===== src/rtl/robb_divider.sv =====
`default_nettype none
// ----------------------------------------------------------------------------
// robb_divider
// radix-2 restoring divider on magnitudes, one quotient bit per cycle
// ----------------------------------------------------------------------------
module robb_divider #(
  parameter int NUM_WIDTH = 80,
  parameter int DEN_WIDTH = 40
) (
  input  wire logic                 clk,
  input  wire logic                 rst_n,
  input  wire logic                 start,
  input  wire logic [NUM_WIDTH-1:0] num,
  input  wire logic [DEN_WIDTH-1:0] den,
  output logic                      done,
  output logic [NUM_WIDTH-1:0]      quo
);

  localparam int CW = $clog2(NUM_WIDTH + 1);

  logic [NUM_WIDTH-1:0] q_r, q_nxt;
  logic [DEN_WIDTH:0]   rem_r, rem_nxt;
  logic [DEN_WIDTH-1:0] den_r, den_nxt;
  logic [CW-1:0]        cnt_r, cnt_nxt;
  logic                 busy_r, busy_nxt;
  logic                 done_r, done_nxt;
  logic [DEN_WIDTH:0]   trial;
  logic [DEN_WIDTH:0]   diff;

  always_comb begin
    q_nxt    = q_r;
    rem_nxt  = rem_r;
    den_nxt  = den_r;
    cnt_nxt  = cnt_r;
    busy_nxt = busy_r;
    done_nxt = 1'b0;
    trial    = {rem_r[DEN_WIDTH-1:0], q_r[NUM_WIDTH-1]};
    diff     = trial - {1'b0, den_r};
    if (start) begin
      q_nxt    = num;
      rem_nxt  = '0;
      den_nxt  = den;
      cnt_nxt  = CW'(NUM_WIDTH);
      busy_nxt = 1'b1;
    end else if (busy_r) begin
      if (!diff[DEN_WIDTH]) begin
        rem_nxt = diff;
        q_nxt   = {q_r[NUM_WIDTH-2:0], 1'b1};
      end else begin
        rem_nxt = trial;
        q_nxt   = {q_r[NUM_WIDTH-2:0], 1'b0};
      end
      cnt_nxt = cnt_r - 1'b1;
      if (cnt_r == CW'(1)) begin
        busy_nxt = 1'b0;
        done_nxt = 1'b1;
      end
    end
  end

  always_ff @(posedge clk) begin
    if (!rst_n) begin
      busy_r <= 1'b0;
      done_r <= 1'b0;
      cnt_r  <= '0;
    end else begin
      busy_r <= busy_nxt;
      done_r <= done_nxt;
      cnt_r  <= cnt_nxt;
    end
    q_r   <= q_nxt;
    rem_r <= rem_nxt;
    den_r <= den_nxt;
  end

  assign done = done_r;
  assign quo  = q_r;

endmodule
`default_nettype wire


===== config.mk =====
export PLATFORM = sky130hd
export DESIGN_NAME = robb_divider
export DESIGN_NICKNAME = d
export VERILOG_FILES = /design/src/rtl/robb_divider.sv
export SDC_FILE = /design/constraint.sdc
export NUM_CORES = 1
export LEC_CHECK = 0
export BUFFER_PORTS_ARGS = -buffer_cell sky130_fd_sc_hd__buf_2
export CAP_MARGIN = 0
export CORE_AREA = 2 2 186 188
export DETAILED_ROUTE_END_ITERATION = 8
export DIE_AREA = 0 0 188 190
export GPL_ROUTABILITY_DRIVEN = 1
export MAX_ROUTING_LAYER = met4
export PLACE_DENSITY = 0.53
export SLEW_MARGIN = 20
export SYNTH_ARGS = -nofsm -noshare
export SYNTH_HDL_FRONTEND = slang
export SYNTH_SLANG_ARGS = --single-unit

===== constraint.sdc =====
create_clock -name clk -period 9.3 [get_ports clk]
set_input_delay 1.86 -clock clk [delete_from_list [all_inputs] [get_ports clk]]
set_output_delay 1.86 -clock clk [all_outputs]
set_load 0.1 [all_outputs]

==> results list <==
- Across the routed clock network, the largest skew measured is ~0.014 ns.
* H-tree level count: 4
* Number of pins exceeding their max-slew limit in the final report: 0
- After synthesis, flip-flops and latches occupy 49.1% of the total area.
- Full die area: 35700 sq um
- Placer congestion estimate: around 0.83
- The worst setup path is captured at a flop.
* Post-layout min period: 3.92 ns
* Post-synthesis sequential element count: between 150 and 200
* Area of the core region: 33900 sq um
- Maxcap violations: 0
- Worst Max-Slew Pin Slew: slightly above 0.8 ns
* Leakage component of the power: ~4.7 nW
- Averaged over all synthesized cells, the footprint is ~11 sq um.
* Post-route DRC violation count: 0
- The area growth from synthesis to layout is 21.9%.
* Share of flip-flops with an asynchronous set or reset: 0%
- Of all nets on the critical path, the largest fanout is 58.
* Clock root buffer: sky130_fd_sc_hd__clkbuf_16
- Type of element launching the critical path: primary input
- Detailed-route vias per instance: around 4.7
* Reg clk slew, reported paths: approximately 0.070 ns
* Chain of cells forming the critical path: buf_6 -> buf_4 -> buf_4 -> mux2_2
- For this design, the slowest cell found on the critical path is sky130_fd_sc_hd__buf_4.
- CTS tree: built
* Worst path setup slack after routing: between 5 and 6 ns
- Syn Inst Count: roughly 850
- Flip-flop cell with the highest count after synthesis: sky130_fd_sc_hd__edfxtp_1
- Global routing finished with a remaining overflow of 0.
- After detailed routing, the average wire length per cell comes to 16.2 um.
- Number of top-level pins: 204
- Initial Util: roughly 27%
- The clock passes through at most 2 buffers.
* Instance area after placement: ~11000 sq um
- After clock tree synthesis, the setup repair step added 0 buffers.
- GR Util All Layers: 14.4%
* Detailed-router iteration count before antenna repair: 5
- Setup repair after global routing left no endpoint under its margin.
- Yosys mapped a number of flops with a built-in enable equal to 120.
- Worst-case headroom to the max-slew limit: 46.1%
- Of the available clock period, the critical path in the final layout requires 42.1%.
* Ratio of cells with drive above 1 in the final layout: 33.2%
- Estimated wirelength of the detail-placed design: 17700 um
- Total non-filler cell area in the finished layout: approximately 11000 sq um
- In this run the power density over the cells is ~220 nW/um^2.
* Area leader, netlist: sky130_fd_sc_hd__edfxtp_1
* Count of yosys warnings during synthesis: 0
- The first global-routing pass estimated 39100 um of wire.
- Syn Std Cell Area: 9340 sq um
* Top cells by area in the synthesized netlist: sky130_fd_sc_hd__edfxtp_1, sky130_fd_sc_hd__dfxtp_1, sky130_fd_sc_hd__mux2_2
* Number of antenna violations at the first check in global routing: 3
* Overall via count from detail_route: between 7000 and 8000
- Data arrival at the endpoint of the critical path: roughly 4.1 ns
* Library cell appearing most often on the critical path: sky130_fd_sc_hd__buf_4
- The synthesized netlist contains 66 unique library cells.
- Die Wd: roughly 190 um
- Number of DRC violations after detailed-routing iteration 0: just under 400
- The largest single stage delay on the critical path is around 0.74 ns.
- Count of port buffers added during placement: 203
* Hold buffer count at CTS: 0
* Hold/Removal Path Class: flop to flop
- Data on the critical path is required at its endpoint by approximately 9.5 ns.
- Pin count of the biggest net entering global routing: between 80 and 90
- Synthesized Nets: 1019
- Gates resized, CTS repair: 0
* Total Nets Final: 1203
- After floorplanning, the core was divided into 68 placement rows.
- The critical path is of the primary input to flop type.
* Maximum vdd ir drop: between 0.0002 and 0.00025 V
- CTS saw 169 sinks.
* Source-to-sink clock delay at the later pin of the worst-skew pair: 0.44 ns
- Once detail routing completed, the nets flagged for antenna violations numbered 0.
* Fin Setup TNS: 0 ns
- The synthesized design devotes to its leading area cell type between 30% and 40% of total area.
- The run finished with clean final reports.
- Post-detailed-routing wire length: between 20000 and 25000 um
- Setup violations remaining at the end of the flow were counted as 0.
* Number of hold-slack violations in the final timing report: 0
* Upper clock frequency limit: ~260 MHz
- The via count of the first global-routing pass is 7145.
- Die Y: 190 um
- In this run, CTS created clock tree buffers numbering 17.
- Timing analysis after detailed placement gives a worst setup slack of 4.86 ns.
==> cell usage after synthesis, types with 3 or more instances <==
cell and number:
sky130_fd_sc_hd__clkbuf_1 29, sky130_fd_sc_hd__xnor2_1 15, sky130_fd_sc_hd__a21boi_0 3, sky130_fd_sc_hd__mux2_2 79, sky130_fd_sc_hd__nand4_1 12, sky130_fd_sc_hd__buf_6 4, sky130_fd_sc_hd__dfxtp_1 49, sky130_fd_sc_hd__o21ai_0 26
sky130_fd_sc_hd__and2_1 3, sky130_fd_sc_hd__or3_1 5, sky130_fd_sc_hd__o31a_1 3, sky130_fd_sc_hd__o2111ai_1 5, sky130_fd_sc_hd__and3_1 8, sky130_fd_sc_hd__edfxtp_1 120, sky130_fd_sc_hd__ha_1 42, sky130_fd_sc_hd__nor2b_1 8
sky130_fd_sc_hd__nand2_1 50, sky130_fd_sc_hd__buf_2 5, sky130_fd_sc_hd__a31oi_1 5, sky130_fd_sc_hd__nand2b_1 6, sky130_fd_sc_hd__nand3_1 8, sky130_fd_sc_hd__o211a_1 8, sky130_fd_sc_hd__o21bai_1 4, sky130_fd_sc_hd__a21o_1 15
sky130_fd_sc_hd__nor4_1 3, sky130_fd_sc_hd__a21oi_1 72, sky130_fd_sc_hd__nor2_1 72, sky130_fd_sc_hd__mux2i_1 6, sky130_fd_sc_hd__a211oi_1 8, sky130_fd_sc_hd__a211oi_2 19, sky130_fd_sc_hd__o21ai_1 3, sky130_fd_sc_hd__o31ai_1 4
sky130_fd_sc_hd__buf_4 3, sky130_fd_sc_hd__inv_1 58, sky130_fd_sc_hd__nor3_1 15, sky130_fd_sc_hd__xor2_1 18, sky130_fd_sc_hd__o21a_1 11, sky130_fd_sc_hd__o211ai_1 11
==> layout by cell type, fill, tap and decap left out, types with 6 or more instances in the layout <==
master                        n
sky130_fd_sc_hd__dfxtp_1     48
sky130_fd_sc_hd__clkbuf_16   17
sky130_fd_sc_hd__a211oi_1     8
sky130_fd_sc_hd__nand4_1     12
sky130_fd_sc_hd__o21ai_0     26
sky130_fd_sc_hd__nor2_1      72
sky130_fd_sc_hd__inv_1       57
sky130_fd_sc_hd__o211ai_1    11
sky130_fd_sc_hd__xnor2_1     15
sky130_fd_sc_hd__buf_2      202
sky130_fd_sc_hd__nand2b_1     6
sky130_fd_sc_hd__a211oi_2    19
sky130_fd_sc_hd__nand2_1     50
sky130_fd_sc_hd__nand3_1      8
sky130_fd_sc_hd__o21a_1      11
sky130_fd_sc_hd__mux2i_1      6
sky130_fd_sc_hd__nor3_1      15
sky130_fd_sc_hd__o211a_1      8
sky130_fd_sc_hd__a21oi_1     72
sky130_fd_sc_hd__nor2b_1      8
sky130_fd_sc_hd__and3_1       8
sky130_fd_sc_hd__mux2_2      79
sky130_fd_sc_hd__edfxtp_1   120
sky130_fd_sc_hd__ha_1        42
sky130_fd_sc_hd__a21o_1      15
sky130_fd_sc_hd__xor2_1      18
==> through the flow <==
| stage | std cells | util, % | power (mW) | hold slack (ns) |
|---|---|---|---|---|
| global route | 1508 | 33.5 | 2.61 | 0.527 |
| finish | 1508 | 33.5 | 2.48 | 0.500 |
| floorplan | 853 | - | 1.61 | 0.469 |
| CTS | 1504 | 33.4 | 2.51 | 0.499 |
| detailed placement | 1472 | 31.6 | 1.75 | 0.488 |
| global placement | 1472 | 31.6 | 1.75 | 0.484 |
==> registers in the layout (all words and copies together) (netlist names) <==
signal  flops
rem_r      40
cnt_r       7
busy_r      1
den_r      40
quo        80
done        1
==> path summary, 6_finish.rpt <==
check	start	to	slack [ns]	cells after the start
worst max-delay path	start	quo[3]	5.38	4
worst min-delay path	rem_r[33]	rem_r[33]	0.50	2
worst max register to register	quo[79]	rem_r[27]	5.39	13
worst min register to register	rem_r[33]	rem_r[33]	0.50	2
==> power breakdown <==
part           internal, mW  switching (mW)
combinational         0.229           0.567
sequential            0.893          0.0490
clock                 0.423           0.316
total                  1.54           0.933
==> critical path: cells and delay by family <==
kind     cells  cell delay [ns]
buf+inv      3             1.75
mux          1             0.42
==> cells by family (layout without fill, tap and decap cells) <==
group	Yosys count	after routing	share of synthesized area, %
and+or+nand+nor	199	199	9.93
muxes	85	85	10.2
DFF	169	169	49.1
other	0	3	0
adders and majority gates	43	43	5.84
xor gates and xnor gates	33	33	3.10
AOI/OAI and AO/OA	222	222	17.1
buffers and inverters	102	299	4.73
==> routing by layer <==
metal  wire length [um]  track usage, %  share of wire [%]  up-vias
met3               1610            4.26                6.6       17
met1              11300            18.1                 46     3275
li1                   -               -                  -     3530
met5                  0               -                  0        -
met4                369            4.03                1.5        0
met2              11200            22.6                 46      231
==> area by class of cell <==
type | count | area [sq um]
antenna | 3 | 7.51
clock inverter | 15 | 175
sequential | 169 | 4590
fill | 3489 | 22600
multi-input combinational | 582 | 4310
timing repair buffer | 209 | 1090
tap | 455 | 569
clock buffer | 17 | 425
inverter | 58 | 218
(Power assumes the default switching activity.)
